File: config.mk
export PLATFORM = sky130hd
export DESIGN_NAME = keyword_substitution_cipher
export DESIGN_NICKNAME = d
export VERILOG_FILES = /design/src/rtl/core/ksc_pkg.sv /design/src/rtl/core/keyword_substitution_cipher.sv /design/src/rtl/core/ksc_build.sv
export SDC_FILE = /design/constraint.sdc
export NUM_CORES = 1
export LEC_CHECK = 0
export BUFFER_PORTS_ARGS = -buffer_cell sky130_fd_sc_hd__buf_2
export CORE_ASPECT_RATIO = 0.8
export CORE_UTILIZATION = 50
export DETAILED_ROUTE_END_ITERATION = 10
export PLACE_DENSITY = 0.68
export SYNTH_ARGS = -nofsm -noshare
export SYNTH_HDL_FRONTEND = slang
export SYNTH_SLANG_ARGS = --single-unit
File: constraint.sdc
create_clock -name clock -period 8.6 [get_ports clock]
set_input_delay 0.86 -clock clock [delete_from_list [all_inputs] [get_ports clock]]
set_output_delay 0.86 -clock clock [all_outputs]
set_load 0.05 [all_outputs]
File: src/rtl/core/ksc_pkg.sv
// Shared types, constants and letter decoding for the keyword substitution cipher.
`default_nettype none
package ksc_pkg;

   localparam int LETTERS = 26;
   localparam logic [4:0] LAST_LETTER = 5'd25;

   localparam logic [7:0] CH_UPPER_A = 8'h41;
   localparam logic [7:0] CH_UPPER_Z = 8'h5A;
   localparam logic [7:0] CH_LOWER_A = 8'h61;
   localparam logic [7:0] CH_LOWER_Z = 8'h7A;

   // Register reset values; the keyword spells FEATHER.
   localparam logic [63:0] KEY_RESET = 64'd23157125043799366;
   localparam logic [3:0]  LEN_RESET = 4'd7;

   // Register indexes on the csr port.
   localparam logic [1:0] CSR_KEYWORD = 2'd0;
   localparam logic [1:0] CSR_LENGTH  = 2'd1;
   localparam logic [1:0] CSR_MODE    = 2'd2;

   typedef enum logic [1:0] {
      BLD_CLEAR,
      BLD_KEY,
      BLD_FILL,
      BLD_DONE
   } build_state_type;

   typedef struct packed {
      logic       is_letter;
      logic [4:0] idx;
   } letter_info_type;

   typedef struct packed {
      logic       en;
      logic [4:0] addr;
      logic [4:0] data;
   } tbl_wr_type;

   // Letter number 0..25 of an ASCII letter; idx is zero for any other byte.
   function automatic letter_info_type letter_decode(input logic [7:0] b);
      letter_info_type r;
      r.is_letter = 1'b0;
      r.idx       = 5'd0;
      if (b >= CH_UPPER_A && b <= CH_UPPER_Z) begin
         r.is_letter = 1'b1;
         r.idx       = 5'(b - CH_UPPER_A);
      end else if (b >= CH_LOWER_A && b <= CH_LOWER_Z) begin
         r.is_letter = 1'b1;
         r.idx       = 5'(b - CH_LOWER_A);
      end
      return r;
   endfunction

endpackage
`default_nettype wire

File: src/rtl/core/keyword_substitution_cipher.sv
// The result of a byte accepted at one clock edge shows on rsp in the next cycle.
// Throughput: one byte per cycle once the table is built; the output register
// frees the input side as soon as the waiting word is taken.
// After reset and after each write to the keyword, length or mode register, the
// builder walks min(keyword_length, MAX_KEY_CHARS) key bytes, then the rest, and
// req_stall stays high until it finishes. Reset is synchronous, active high.
`default_nettype none
module keyword_substitution_cipher #(
   parameter int MAX_KEY_CHARS = 8
) (
   input  wire logic        clock,
   input  wire logic        reset,
   input  wire logic        req_valid,
   output logic             req_stall,
   input  wire logic [7:0]  req_data_byte,
   output logic             rsp_valid,
   input  wire logic        rsp_stall,
   output logic [7:0]       rsp_out_byte,
   input  wire logic        csr_valid,
   output logic             csr_ready,
   input  wire logic [1:0]  csr_index,
   input  wire logic [63:0] csr_wdata
);

   localparam int KEY_W = 8 * MAX_KEY_CHARS;

   logic [KEY_W-1:0] keyword_ff, keyword_in;
   logic [3:0]       key_len_ff, key_len_in;
   logic             decrypt_ff, decrypt_in;
   logic             cfg_hit;

   logic             rsp_valid_ff, rsp_valid_in;
   logic [7:0]       rsp_byte_ff, rsp_byte_in;

   logic [4:0]       tbl_ff [ksc_pkg::LETTERS];

   ksc_pkg::tbl_wr_type      tbl_wr;
   ksc_pkg::letter_info_type in_info;
   logic             build_done;
   logic             accept;
   logic [4:0]       mapped;

   assign csr_ready = 1'b1;

   always_comb begin
      keyword_in = keyword_ff;
      key_len_in = key_len_ff;
      decrypt_in = decrypt_ff;
      cfg_hit    = 1'b0;
      if (csr_valid) begin
         unique case (csr_index)
            ksc_pkg::CSR_KEYWORD: begin
               keyword_in = csr_wdata[KEY_W-1:0];
               cfg_hit    = 1'b1;
            end
            ksc_pkg::CSR_LENGTH: begin
               key_len_in = csr_wdata[3:0];
               cfg_hit    = 1'b1;
            end
            ksc_pkg::CSR_MODE: begin
               decrypt_in = csr_wdata[0];
               cfg_hit    = 1'b1;
            end
            default: begin
               cfg_hit = 1'b0;
            end
         endcase
      end
   end

   always_ff @(posedge clock) begin
      if (reset) begin
         keyword_ff   <= ksc_pkg::KEY_RESET[KEY_W-1:0];
         key_len_ff   <= ksc_pkg::LEN_RESET;
         decrypt_ff   <= 1'b0;
         rsp_valid_ff <= 1'b0;
      end else begin
         keyword_ff   <= keyword_in;
         key_len_ff   <= key_len_in;
         decrypt_ff   <= decrypt_in;
         rsp_valid_ff <= rsp_valid_in;
      end
   end

   ksc_build #(
      .MAX_KEY_CHARS(MAX_KEY_CHARS)
   ) u_build (
      .clock   (clock),
      .reset   (reset),
      .restart (cfg_hit),
      .keyword (keyword_ff),
      .key_len (key_len_ff),
      .decrypt (decrypt_ff),
      .tbl_wr  (tbl_wr),
      .done    (build_done)
   );

   // Every entry is written by the builder before the first byte is taken.
   always_ff @(posedge clock) begin
      if (tbl_wr.en) begin
         tbl_ff[tbl_wr.addr] <= tbl_wr.data;
      end
   end

   assign req_stall = !build_done || (rsp_valid_ff && rsp_stall);
   assign accept    = req_valid && !req_stall;

   assign in_info = ksc_pkg::letter_decode(req_data_byte);
   assign mapped  = tbl_ff[in_info.idx];

   always_comb begin
      rsp_valid_in = rsp_valid_ff && rsp_stall;
      rsp_byte_in  = rsp_byte_ff;
      if (accept) begin
         rsp_valid_in = 1'b1;
         if (!in_info.is_letter) begin
            rsp_byte_in = req_data_byte;
         end else if (req_data_byte >= ksc_pkg::CH_LOWER_A) begin
            rsp_byte_in = ksc_pkg::CH_LOWER_A + 8'(mapped);
         end else begin
            rsp_byte_in = ksc_pkg::CH_UPPER_A + 8'(mapped);
         end
      end
   end

   always_ff @(posedge clock) begin
      rsp_byte_ff <= rsp_byte_in;
   end

   assign rsp_valid    = rsp_valid_ff;
   assign rsp_out_byte = rsp_byte_ff;

   a_no_accept_before_build: assert property (@(posedge clock) disable iff (reset)
      accept |-> build_done)
      else $error("byte accepted before the table was built");

   a_cfg_restarts_build: assert property (@(posedge clock) disable iff (reset)
      cfg_hit |=> !build_done)
      else $error("register write did not restart the table build");

   a_accept_gives_word: assert property (@(posedge clock) disable iff (reset)
      accept |=> rsp_valid)
      else $error("accepted byte produced no result word");

   a_passthrough: assert property (@(posedge clock) disable iff (reset)
      accept && !in_info.is_letter |=> rsp_out_byte == $past(req_data_byte))
      else $error("non-letter byte was altered");

   a_no_write_when_done: assert property (@(posedge clock) disable iff (reset)
      build_done |-> !tbl_wr.en)
      else $error("table written after build finished");

endmodule
`default_nettype wire

File: src/rtl/core/ksc_build.sv
// Sequencer that builds the cipher table from the keyword, then the letters left out.
`default_nettype none
module ksc_build #(
   parameter int MAX_KEY_CHARS = 8
) (
   input  wire logic                       clock,
   input  wire logic                       reset,
   input  wire logic                       restart,
   input  wire logic [8*MAX_KEY_CHARS-1:0] keyword,
   input  wire logic [3:0]                 key_len,
   input  wire logic                       decrypt,
   output ksc_pkg::tbl_wr_type             tbl_wr,
   output logic                            done
);

   localparam int KIDX_W = (MAX_KEY_CHARS > 1) ? $clog2(MAX_KEY_CHARS) : 1;

   ksc_pkg::build_state_type state_ff, state_in;
   logic [3:0]  key_pos_ff, key_pos_in;
   logic [4:0]  letter_ff, letter_in;
   logic [4:0]  fill_n_ff, fill_n_in;
   logic [25:0] used_ff, used_in;

   logic [7:0]  key_bytes [MAX_KEY_CHARS];
   logic [3:0]  len_clamped;
   ksc_pkg::letter_info_type key_info;
   logic        take;
   logic [4:0]  cand;

   always_comb begin
      for (int i = 0; i < MAX_KEY_CHARS; i++) begin
         key_bytes[i] = keyword[8*i +: 8];
      end
   end

   assign len_clamped = (key_len > 4'(MAX_KEY_CHARS)) ? 4'(MAX_KEY_CHARS) : key_len;
   assign key_info    = ksc_pkg::letter_decode(key_bytes[key_pos_ff[KIDX_W-1:0]]);

   always_ff @(posedge clock) begin
      if (reset) begin
         state_ff <= ksc_pkg::BLD_CLEAR;
      end else begin
         state_ff <= state_in;
      end
   end

   always_ff @(posedge clock) begin
      key_pos_ff <= key_pos_in;
      letter_ff  <= letter_in;
      fill_n_ff  <= fill_n_in;
      used_ff    <= used_in;
   end

   always_comb begin
      state_in   = state_ff;
      key_pos_in = key_pos_ff;
      letter_in  = letter_ff;
      fill_n_in  = fill_n_ff;
      used_in    = used_ff;
      take       = 1'b0;
      cand       = letter_ff;
      done       = 1'b0;

      unique case (state_ff)
         ksc_pkg::BLD_CLEAR: begin
            used_in    = '0;
            fill_n_in  = '0;
            key_pos_in = '0;
            state_in   = ksc_pkg::BLD_KEY;
         end
         ksc_pkg::BLD_KEY: begin
            cand = key_info.idx;
            if (key_pos_ff == len_clamped) begin
               letter_in = ksc_pkg::LAST_LETTER;
               state_in  = ksc_pkg::BLD_FILL;
            end else begin
               key_pos_in = key_pos_ff + 4'd1;
               take       = key_info.is_letter && !used_ff[key_info.idx];
            end
         end
         ksc_pkg::BLD_FILL: begin
            // Letters the keyword left out follow from Z down to A.
            take = !used_ff[letter_ff];
            if (letter_ff == 5'd0) begin
               state_in = ksc_pkg::BLD_DONE;
            end else begin
               letter_in = letter_ff - 5'd1;
            end
         end
         ksc_pkg::BLD_DONE: begin
            done = 1'b1;
         end
         default: begin
            state_in = ksc_pkg::BLD_CLEAR;
         end
      endcase

      if (take) begin
         used_in[cand] = 1'b1;
         fill_n_in     = fill_n_ff + 5'd1;
      end

      if (restart) begin
         state_in = ksc_pkg::BLD_CLEAR;
      end
   end

   // The decrypt table is the inverse map: the letter points back to its position.
   assign tbl_wr.en   = take;
   assign tbl_wr.addr = decrypt ? cand : fill_n_ff;
   assign tbl_wr.data = decrypt ? fill_n_ff : cand;

endmodule
`default_nettype wire

; Word-level counts from Yosys, hierarchy flattened
; Memories as Yosys holds them, arrays and structs flattened.
; Cells that the tools add are included.
; W data, S select, Z words.
[op_classes]
n_addsub = 9
bitwise_logic = 2
n_lt_le_gt_ge = 14
mux = 39
n_eq_ne = 10
n_reduce_logical = 28
[op_table]
columns = operator, n
row1 = $mux W26, 2
row2 = $mux W5, 7
row3 = $ge A8 B7 Y1 const B, 4
row4 = $le A8 B7 Y1 const B, 4
row5 = $mux W8, 4
row6 = $or A26 B26 Y26, 1
row7 = $sub A5 B1 Y5 const B, 5
row8 = $bmux W8 S3, 1
row9 = $mux W6, 4
row10 = $lt A5 B6 Y1 const B, 3
row11 = $add A7 B5 Y8 const A, 2
row12 = $bmux W1 S5, 2
row13 = $mux W1, 10
row14 = $pmux W5 S2, 1
row15 = $logic_and A1 B1 Y1, 8
row16 = $mux W4, 2
row17 = $pmux W4 S2, 1
row18 = $reduce_and A2 Y1, 4
row19 = $eq A2 B2 Y1 const B, 3
row20 = $pmux W2 S3, 1
row21 = $reduce_and A3 Y1, 2
row22 = $reduce_bool A2 Y1, 3
row23 = $add A5 B1 Y5 const B, 1
row24 = $demux W1 S5, 1
row25 = other kinds (18), 26
[word_totals]
memories = 1
in_bits = 79
output_inout_bits = 11
elab_cells = 113
regBits = 120
mem_bits_rw = 130
[mem_list]
columns = memory, words, width, rd, rd_ports_with_merged_regs, write_ports, line
row1 = tbl_ff, 26, 5, 1, 0, 1, keyword_substitution_cipher.sv:35  ; logic [4:0] tbl_ff [ksc_pkg::LETTERS];

; Depth between registers and ports, before layout
; Gate-level depths: netlist of run 1.
[logic_depth]
ltp_word = 16
mapped_depth = 19
ltp_nobuf = 14

; Cells and area by module
; From an unflattened synthesis of run 1, not the netlist that was laid out.
[hier_totals]
hier_cells = 1163
area_unflattened_um2 = 12485.7
[modules_own_cells]
columns = mod, seq_area_each_um2, cells_each, instances, area_each_um2
row1 = keyword_substitution_cipher, 5545.3, 766, 1, 8824.7
row2 = ksc_build, 980.9, 397, 1, 3661.0

; Worst setup path after synthesis of run 1
; OpenSTA, ideal clock, no wires.
[synth_timing]
kind = input-to-reg
startpoint = input port req_data_byte[0]
endpoint = register rsp_byte_ff[5], in the netlist rsp_out_byte[5] (data pin)
setup_ps = 260
cell_stages = 16
required_time_ps = 8340
path_slack_ps = 4093
path_buffers = 5
arrival_ps = 4247
cell_sequence = buf_2 -> clkinv_1 -> clkbuf_1 -> ha_1 -> buf_2 -> or3b_2 -> o31ai_2 -> a211oi_2 -> buf_4 -> buf_6 -> a21oi_1 -> o21ai_0 -> a211oi_1 -> o22ai_1 -> nor4_1 -> mux2_2
[synth_between]
elab_chain_cells = 8
elab_cells_between_ends = 15
cone_classes = add/sub: 4 / order compare: 4 / mux: 4 / reduce/logical: 2 / memory: 1
[synth_rtl]
columns = element, line
row1 = from (decl), keyword_substitution_cipher.sv:15  ; input wire logic [7:0] req_data_byte,
row2 = $ge A8 B7 Y1 or $le A8 B7 Y1 (tied branches), "ksc_pkg.sv:48, keyword_substitution_cipher.sv:118"
row3 = $logic_and A1 B1 Y1, ksc_pkg.sv:48  ; end else if (b >= CH_LOWER_A && b <= CH_LOWER_Z) begin
row4 = $mux W6, ksc_pkg.sv:48
row5 = $mux W6, ksc_pkg.sv:45  ; if (b >= CH_UPPER_A && b <= CH_UPPER_Z) begin
row6 = $mem_v2 Z26 W5, -
row7 = "$add A7 B5 Y8, on equally long branches", "keyword_substitution_cipher.sv:121, keyword_substitution_cipher.sv:119"
row8 = $mux W8, keyword_substitution_cipher.sv:118  ; end else if (req_data_byte >= ksc_pkg::CH_LOWER_A) begin
row9 = $mux W8 *, keyword_substitution_cipher.sv:116  ; if (!in_info.is_letter) begin
row10 = to (signal assigned), keyword_substitution_cipher.sv:127  ; rsp_byte_ff <= rsp_byte_in;
row11 = to (decl), keyword_substitution_cipher.sv:33  ; logic [7:0] rsp_byte_ff, rsp_byte_in;
; Mark *: on every way between the ends. The rest lies on a longest branch, timed or not.
; A chain may end at the register's enable or synchronous reset.

; Worst setup path in the final report of run 1
[layout_timing]
startpoint = register u_build.key_pos_ff[1]
endpoint = memory tbl_ff[21][1] (enable)
[layout_between]
elab_chain_cells = 16
elab_cells_between_ends = 25
cone_classes = add/sub: 2 / order compare: 4 / eq/ne: 1 / mux: 13 / bitwise: 1 / reduce/logical: 4
[layout_rtl]
columns = element, line
row1 = from (decl), ksc_build.sv:19  ; logic [3:0] key_pos_ff, key_pos_in;
row2 = from (signal assigned), ksc_build.sv:48  ; key_pos_ff <= key_pos_in;
row3 = $not A3 Y4 (not written as such), ksc_build.sv:37  ; assign key_info = ksc_pkg::letter_decode(key_bytes[key_pos_ff[KIDX_W-1:0]]);
row4 = $bmux W8 S3, ksc_build.sv:37
row5 = $mux W8 (not written as such) (2 in a row), ksc_build.sv:37
row6 = $ge A8 B7 Y1 or $le A8 B7 Y1 (tied branches), ksc_pkg.sv:48
row7 = $logic_and A1 B1 Y1, ksc_pkg.sv:48
row8 = $mux W6, ksc_pkg.sv:48
row9 = $mux W6, ksc_pkg.sv:45
row10 = $bmux W1 S5, ksc_build.sv:78  ; take = key_info.is_letter && !used_ff[key_info.idx];
row11 = $mux W1 (not written as such), ksc_build.sv:78
row12 = $logic_not A1 Y1, ksc_build.sv:78
row13 = $logic_and A1 B1 Y1, ksc_build.sv:78
row14 = $mux W1, ksc_build.sv:73  ; if (key_pos_ff == len_clamped) begin
row15 = $pmux W1 S2, ksc_build.sv:64  ; unique case (state_ff)
row16 = $mux W1, keyword_substitution_cipher.sv:100  ; if (tbl_wr.en) begin
row17 = $mux W1 (not written as such), keyword_substitution_cipher.sv:101  ; tbl_ff[tbl_wr.addr] <= tbl_wr.data;
row18 = to (decl), keyword_substitution_cipher.sv:35
; Several ways; a longest one is shown, not always the timed one. The select of a mux whose other input is x is not followed.

==> reports/qor.txt, run 1 <==
Status: complete, no violations
Initial Util: 0.516
Hold_sp: keyword_ff[63]
Antenna Violating Nets Remaining: 0
CP endpoint kind: flop
Largest net degree at the start of global routing: 73
Post-CTS Setup Inserts: 0
Worst setup path category: reg2reg
Max Buffers Root-to-Sink: 3
Met2 usage: 0.370
Post-CTS sizing: 0
DR WL/cell: 21.2 µm
Most instantiated library cell after synthesis: nand2_1
Busiest layer in global routing: met1
CP max-delay cell: nor3_1
Fillers: 2039
GRT overflow: 0
WP data arrival: 5.95 ns
Worst VDD drop: 0.148 mV
CTS Sinks: 250
Grt met3 use: 0.0565
Port-buffer cells: 88
Min cycle time layout: 5.81 ns
Skew-Pair Late Insertion Delay: 0.53 ns
Flop and latch count out of synthesis: 250
Setup TNS: 0 ns
Vias in the first global route: 8729
CTS clk-pin slew, worst paths: 0.06 ns
Synthesized instance count: 1124
DR vias/cell: 6.11
Post-Synthesis Net Count: 1219
Cts hold-fix bufs: 0
Main flop type after synthesis: edfxtp_1
Clock Skew: 0.0202 ns
# DRC: 0
Post-synth EDFFs: 152
Initial DRT Pass Iterations: 5
Largest cells by area after synthesis: edfxtp_1 (37%), dfxtp_1 (16%), nand2_1 (6.1%)
Ys async rst share: 0
DIE AREA: 0.0251 mm²
Placed cell count: 1473
Worst slew pin tran: 1.19 ns
Final Max Slew Viols: 0
Antenna Cells: 0
Detailed placement HPWL: 22.5 mm
Syn avg cell area: 10.9 µm²
Tot GR Track Use: 0.260
Final Setup Violations: 0
Post-Syn Area: 0.0122 mm²
Area delta synth->final: 11.7%
Vias post-DR: 9280
CP startpoint kind: flop
Post-layout nets: 1283
H-Tree Depth: 1
GPL Wtd Cong: 0.951
Max-cap violations: 0
Iteration-0 DRC Markers: 987
Critical Path Source: u_build.key_pos_ff[1]
Max-Slew Margin vs Limit: 0.205
Worst path required time: 8.74 ns
Area leader, netlist: edfxtp_1
Crit path max fanout: 19
Peak Freq: 172 MHz
Post-synthesis cell type count: 92
Pwr/cell area: 247 mW/mm²
Die W: 177 µm
Initial antenna violation count: 0
Post-route insts no fill: 1518
Die Ht: 142 µm
CP Cell Sequence: nor2b_1, a22oi_2, nand2_2, ha_1, clkinv_1, nor3_4, nor2_1, or4_1, a32o_1, o21ai_2, nand4_1, nor3_1
Synth Warn #: 0
Synth top area share: 0.373
TritonCTS buffer count: 25
Share of layout cells above drive strength 1: 0.177
Site row count: 50
RSZ-0062 raised after global routing: false
Hold Vio Cnt, Final: 0
Path type of the worst min-delay path: reg2reg
CP peak stage delay: 0.91 ns
Period utilization: 0.675
Sequential share of the synthesized area: 0.533
Met1 Use GR: 0.402
CTS tree: built
Global-route wire length before repair: 50.0 mm
CTS root buf: clkbuf_16
IO Pins: 90
Cell leakage power: 4.74 nW
Core area: 0.0237 mm²
Worst r2r src: u_build.key_pos_ff[1]
Final WL: 32.2 mm
Post-synth top cells: nand2_1 (200), edfxtp_1 (152), dfxtp_1 (98)
[final timing paths]
kind,cells past startpoint,to,slack (ns)
setup / recovery,12,tbl_ff[21][1],2.79
hold / removal,2,keyword_ff[63],0.45
hold reg to reg,2,keyword_ff[63],0.45
setup reg to reg,12,tbl_ff[21][1],2.79
[cell type report]
type	count	area (µm²)	share of cell area
clock inverters	18	164	0.0120
clock buffers	27	633	0.0463
multi-input cells	768	5250	0.384
inverters	41	154	0.0113
repair buffers	102	546	0.0399
flip-flops and latches	250	6530	0.478
well taps	312	390	0.0286
[worst max-delay path: cells and delay by family, from the launching register on]
family,cells,cell delay (ns)
compound gates,3,0.76
fa+ha+maj,1,0.41
buf+inv,1,0.38
flops,1,0.86
simple gates,7,3.00
[logic make-up after synthesis]
| kind of cell | count (synthesis) | synth area share |
|---|---|---|
| and+or+nand+nor | 398 | 0.156 |
| AOI/OAI and AO/OA | 254 | 0.150 |
| DFF | 250 | 0.533 |
| buffers and inverters | 106 | 0.0395 |
| muxes | 82 | 0.0919 |
| xor gates and xnor gates | 17 | 0.0122 |
| adders and majority gates | 16 | 0.0164 |
| other | 1 | 0.000306 |
[metrics by stage]
stage               cell area, µm²   util  hold WS (ns)  worst slack [ns]  power, mW
finish                       13700  0.576         0.455              2.79       3.38
detailed placement           12900  0.543         0.447              2.57       2.30
global placement             12900  0.543         0.442              2.74       2.29
CTS                          13700  0.576         0.456              2.82       3.37
floorplan                    12200      -         0.429              4.09       2.08
global route                 13700  0.576         0.474              2.22       3.51
[placed cells by master (no fill, tap or decap), drive strengths merged, types with 9 or more instances in the layout]
master and instances:
nor4 12, o2bb2ai 21, nand2 201, nor2 52, inv 38, nor3 30, edfxtp 152, clkinv 16
buf 102, dfxtp 98, nand3b 22, mux4 22, mux2 17, xnor2 10, mux2i 43, o211ai 10
nand3 23, nand2b 9, a31oi 19, o21ai 23, ha 16, a22oi 11, clkbuf 27, a211oi 16
a21oi 71
[power by group]
part	leakage, nW	switching [mW]	internal (mW)	total (mW)
clock network	0.383	0.455	0.619	1.07
logic	2.19	0.597	0.284	0.882
registers	2.17	0.0551	1.36	1.42
total	4.74	1.11	2.27	3.38
[registers in the layout, summed over array words and instances, names as in the netlist]
name	flops
decrypt_ff	1
key_len_ff	4
keyword_ff	64
rsp_out_byte	8
rsp_valid	1
tbl_ff	130
u_build.fill_n_ff	5
u_build.key_pos_ff	4
u_build.letter_ff	5
u_build.state_ff	2
u_build.used_ff	26
[routing by layer]
layer  up-vias  share of wire  wire (µm)
li1       4331              -          -
met1      4503           0.48      15300
met2       406           0.41      13100
met3        40           0.10       3220
met4         0          0.018        570
met5         -              0          0
(Power assumes the default switching activity.)
==> run 2, diff against run 1 <==
- ABC_AREA: default -> 1
- PLACE_DENSITY: 0.68 -> 0.71
- clock period: 8.6 -> 5.2 ns (I/O delays scaled with it)
==> reports/qor.txt, run 2 <==
Largest reg by FF count: tbl_ff (unchanged)
CTS tree: built (unchanged)
Ys async rst share: 0 (unchanged)
Main flop type after synthesis: edfxtp_1 (unchanged)
Iteration-0 DRC Markers: 1127 (was 987)
Net Sw Power: 2.31 mW (was 1.11 mW)
Synth Warn #: 0 (unchanged)
DR vias/cell: 5.42 (was 6.11)
GPL Wtd Cong: 0.909 (was 0.951)
Post-Syn Area: 0.0121 mm² (was 0.0122 mm²)
Initial DRT Pass Iterations: 5 (unchanged)
Post-synth top cells: nand2_1 (313), nand3_1 (183), nor2_1 (176) (was nand2_1 (200), edfxtp_1 (152), dfxtp_1 (98))
Sequential share of the synthesized area: 0.538 (was 0.533)
Share of layout cells above drive strength 1: 0.130 (was 0.177)
IO Pins: 90 (unchanged)
Worst path required time: 5.38 ns (was 8.74 ns)
WP data arrival: 4.63 ns (was 5.95 ns)
Die Ht: 141 µm (was 142 µm)
Post-CTS sizing: 0 (unchanged)
Max-Slew Margin vs Limit: 0.445 (was 0.205)
Synth top area share: 0.377 (was 0.373)
Commonest cells after routing, fill and taps aside: nand2_1 (313), nand3_1 (183), nor2_1 (174) (was nand2_1 (200), edfxtp_1 (152), dfxtp_1 (98))
RSZ-0062 raised after global routing: false (unchanged)
Tot GR Track Use: 0.235 (was 0.260)
Crit path max fanout: 31 (was 19)
Port-buffer cells: 88 (unchanged)
Worst r2r src: u_build.key_pos_ff[0] (was u_build.key_pos_ff[1])
Initial antenna violation count: 0 (unchanged)
Reg2Reg Depth: 21 (was 12)
Largest net degree at the start of global routing: 82 (was 73)
Skew-Pair Late Insertion Delay: 0.53 ns (about the same)
Max-cap violations: 0 (unchanged)
Worst slew pin tran: 0.830 ns (was 1.19 ns)
CP startpoint kind: flop (unchanged)
Worst setup path category: reg2reg (unchanged)
Vias in the first global route: 9143 (was 8729)
Hold path endpoint: keyword_ff[22] (was keyword_ff[63])
Post-synth EDFFs: 152 (unchanged)
Flop and latch count out of synthesis: 250 (unchanged)
DR WL/cell: 15.8 µm (was 21.2 µm)
Reg-to-reg critical path endpoint: tbl_ff[16][3] (was tbl_ff[21][1])
DP Worst Slack: 0.795 ns (was 2.57 ns)
Post-CTS Setup Inserts: 0 (unchanged)
Hold Vio Cnt, Final: 0 (unchanged)
CTS Sinks: 250 (unchanged)
Biggest regs: tbl_ff x130, keyword_ff x64, u_build.used_ff x26 (unchanged)
Global-route wire length before repair: 46.5 mm (was 50.0 mm)
Site row count: 50 (unchanged)
Seq pwr share: 0.379 (was 0.420)
Pwr/cell area: 463 mW/mm² (was 247 mW/mm²)
Total power: 6.31 mW (was 3.38 mW)
Synthesized instance count: 1435 (was 1124)
Internal power: 4.00 mW (was 2.27 mW)
Post-Synthesis Net Count: 1530 (was 1219)
Area leader, netlist: edfxtp_1 (unchanged)
Worst VDD drop: 0.291 mV (was 0.148 mV)
Largest cells by area after synthesis: edfxtp_1 (38%), dfxtp_1 (16%), nand2_1 (9.7%) (was edfxtp_1 (37%), dfxtp_1 (16%), nand2_1 (6.1%))
Final WL: 29.0 mm (was 32.2 mm)
Switching share of power: 0.366 (was 0.328)
Clock Skew: 0.0232 ns (was 0.0202 ns)
Syn avg cell area: 8.45 µm² (was 10.9 µm²)
TritonCTS buffer count: 26 (was 25)
Initial Util: 0.514 (was 0.516)
Hold depth: 3 (was 2)
Min cycle time layout: 4.46 ns (was 5.81 ns)
H-Tree Depth: 1 (unchanged)
Cell leakage power: 5.60 nW (was 4.74 nW)
Die W: 176 µm (was 177 µm)
Post-synthesis cell type count: 45 (was 92)
Cts hold-fix bufs: 0 (unchanged)
Setup TNS: 0 ns (unchanged)
Path type of the worst min-delay path: in2reg (was reg2reg)
Most instantiated library cell after synthesis: nand2_1 (unchanged)
Peak Freq: 224 MHz (was 172 MHz)
Final Setup Violations: 0 (unchanged)
Detailed placement HPWL: 19.8 mm (was 22.5 mm)
Final setup margin: 0.743 ns (was 2.79 ns)
Period utilization: 0.857 (was 0.675)
CTS clk-pin slew, worst paths: 0.06 ns (about the same)
CP endpoint kind: flop (unchanged)
Post-layout nets: 1593 (was 1283)
Post-route insts no fill: 1830 (was 1518)
Max Buffers Root-to-Sink: 3 (unchanged)
CTS root buf: clkbuf_16 (unchanged)
GRT overflow: 0 (unchanged)
Core area: 0.0236 mm² (was 0.0237 mm²)
Hold_sp: csr_wdata[22] (was keyword_ff[63])
Final Util: 0.577 (was 0.576)
Placed cell count: 1782 (was 1473)
Most common cell after layout, fill and taps aside: nand2_1 (unchanged)
DIE AREA: 0.0249 mm² (was 0.0251 mm²)
Final Max Slew Viols: 0 (unchanged)
Antenna Violating Nets Remaining: 0 (unchanged)
Area delta synth->final: 12.3% (was 11.7%)
Vias post-DR: 9918 (was 9280)
# DRC: 0 (unchanged)
Logic pwr share: 0.326 (was 0.261)
Clock power frac: 0.295 (was 0.318)
Antenna Cells: 0 (unchanged)
R2R Setup Slk: 0.74 ns (was 2.79 ns)
Status: complete, no violations (unchanged)
Number of flip-flops under the largest register name: 130 (unchanged)
-- run 2: critical path: stages, from the launching register on --
cell	delay [ns]
edfxtp_1	0.55
buf_4	0.26
nand2_1	0.08
nand2_1	0.04
o211ai_1	0.22
nand2_2	0.25
ha_1	0.30
nand3_1	0.11
nor2_2	0.06
a21oi_4	0.36
nand3_2	0.28
inv_2	0.14
nand2_1	0.06
nand2_1	0.06
nand2_1	0.05
nand2_1	0.06
nand3_1	0.06
nand3_1	0.10
nand3_2	0.08
nand2_4	0.31
nand3_2	0.29
nor2_1	0.39
-- run 2: power by group through the flow --
| stage | Clock [mW] | Combinational (mW) | Sequential (mW) |
|---|---|---|---|
| after floorplan | 0 | 1.60 | 2.41 |
| after global placement | 0 | 2.03 | 2.43 |
| after detailed placement | 0 | 2.02 | 2.43 |
| after CTS | 1.89 | 2.03 | 2.39 |
| after global routing | 1.97 | 2.30 | 2.40 |
| final | 1.86 | 2.06 | 2.39 |
-- run 2: how the worst max path moves through the flow --
stage / startpoint / end / slack (ns) / cells past startpoint
2_1_floorplan: u_build.key_pos_ff[1] / tbl_ff[0][3] / 1.29 / 17
3_5_place_dp: u_build.key_pos_ff[0] / tbl_ff[16][3] / 0.79 / 21
3_3_place_gp: u_build.key_pos_ff[0] / tbl_ff[16][1] / 0.86 / 21
5_1_grt: u_build.key_pos_ff[0] / tbl_ff[24][2] / 0.28 / 22
4_1_cts: u_build.key_pos_ff[0] / tbl_ff[16][3] / 0.77 / 21
6_report: u_build.key_pos_ff[0] / tbl_ff[16][3] / 0.74 / 21
-- run 2: routing by layer --
layer	GRT usage	part of all wire	vias to the layer above
met4	0.0426	0.014	0
li1	-	-	4927
met2	0.354	0.42	375
met1	0.364	0.48	4580
met3	0.0276	0.081	36
met5	0	0	-
-- run 2: metrics by stage --
stage                     hold WS [ns]  area, µm²
final                            0.202      13600
after global routing             0.210      13600
after CTS                        0.190      13600
after detailed placement         0.448      12700
after global placement           0.440      12700
after floorplan                  0.426      12100
-- run 2: cells by family (layout without fill, tap and decap cells) --
| logic type | after synthesis | count (layout) | synth area share |
|---|---|---|---|
| compound gates | 213 | 213 | 0.0985 |
| xor+xnor | 12 | 12 | 0.00867 |
| fa+ha+maj | 16 | 16 | 0.0165 |
| buf+inv | 219 | 302 | 0.0768 |
| flops | 250 | 250 | 0.538 |
| other cells | 1 | 1 | 0.000309 |
| simple gates | 724 | 724 | 0.261 |
-- run 2: cell type report --
| class | instances | area (µm²) |
|---|---|---|
| fill | 2106 | 9980 |
| sequential | 250 | 6530 |
| multi-input combinational | 966 | 4690 |
| clock buffer | 31 | 674 |
| timing repair buffer | 107 | 583 |
| inverter | 147 | 554 |
| tap | 312 | 390 |
| clock inverter | 17 | 193 |
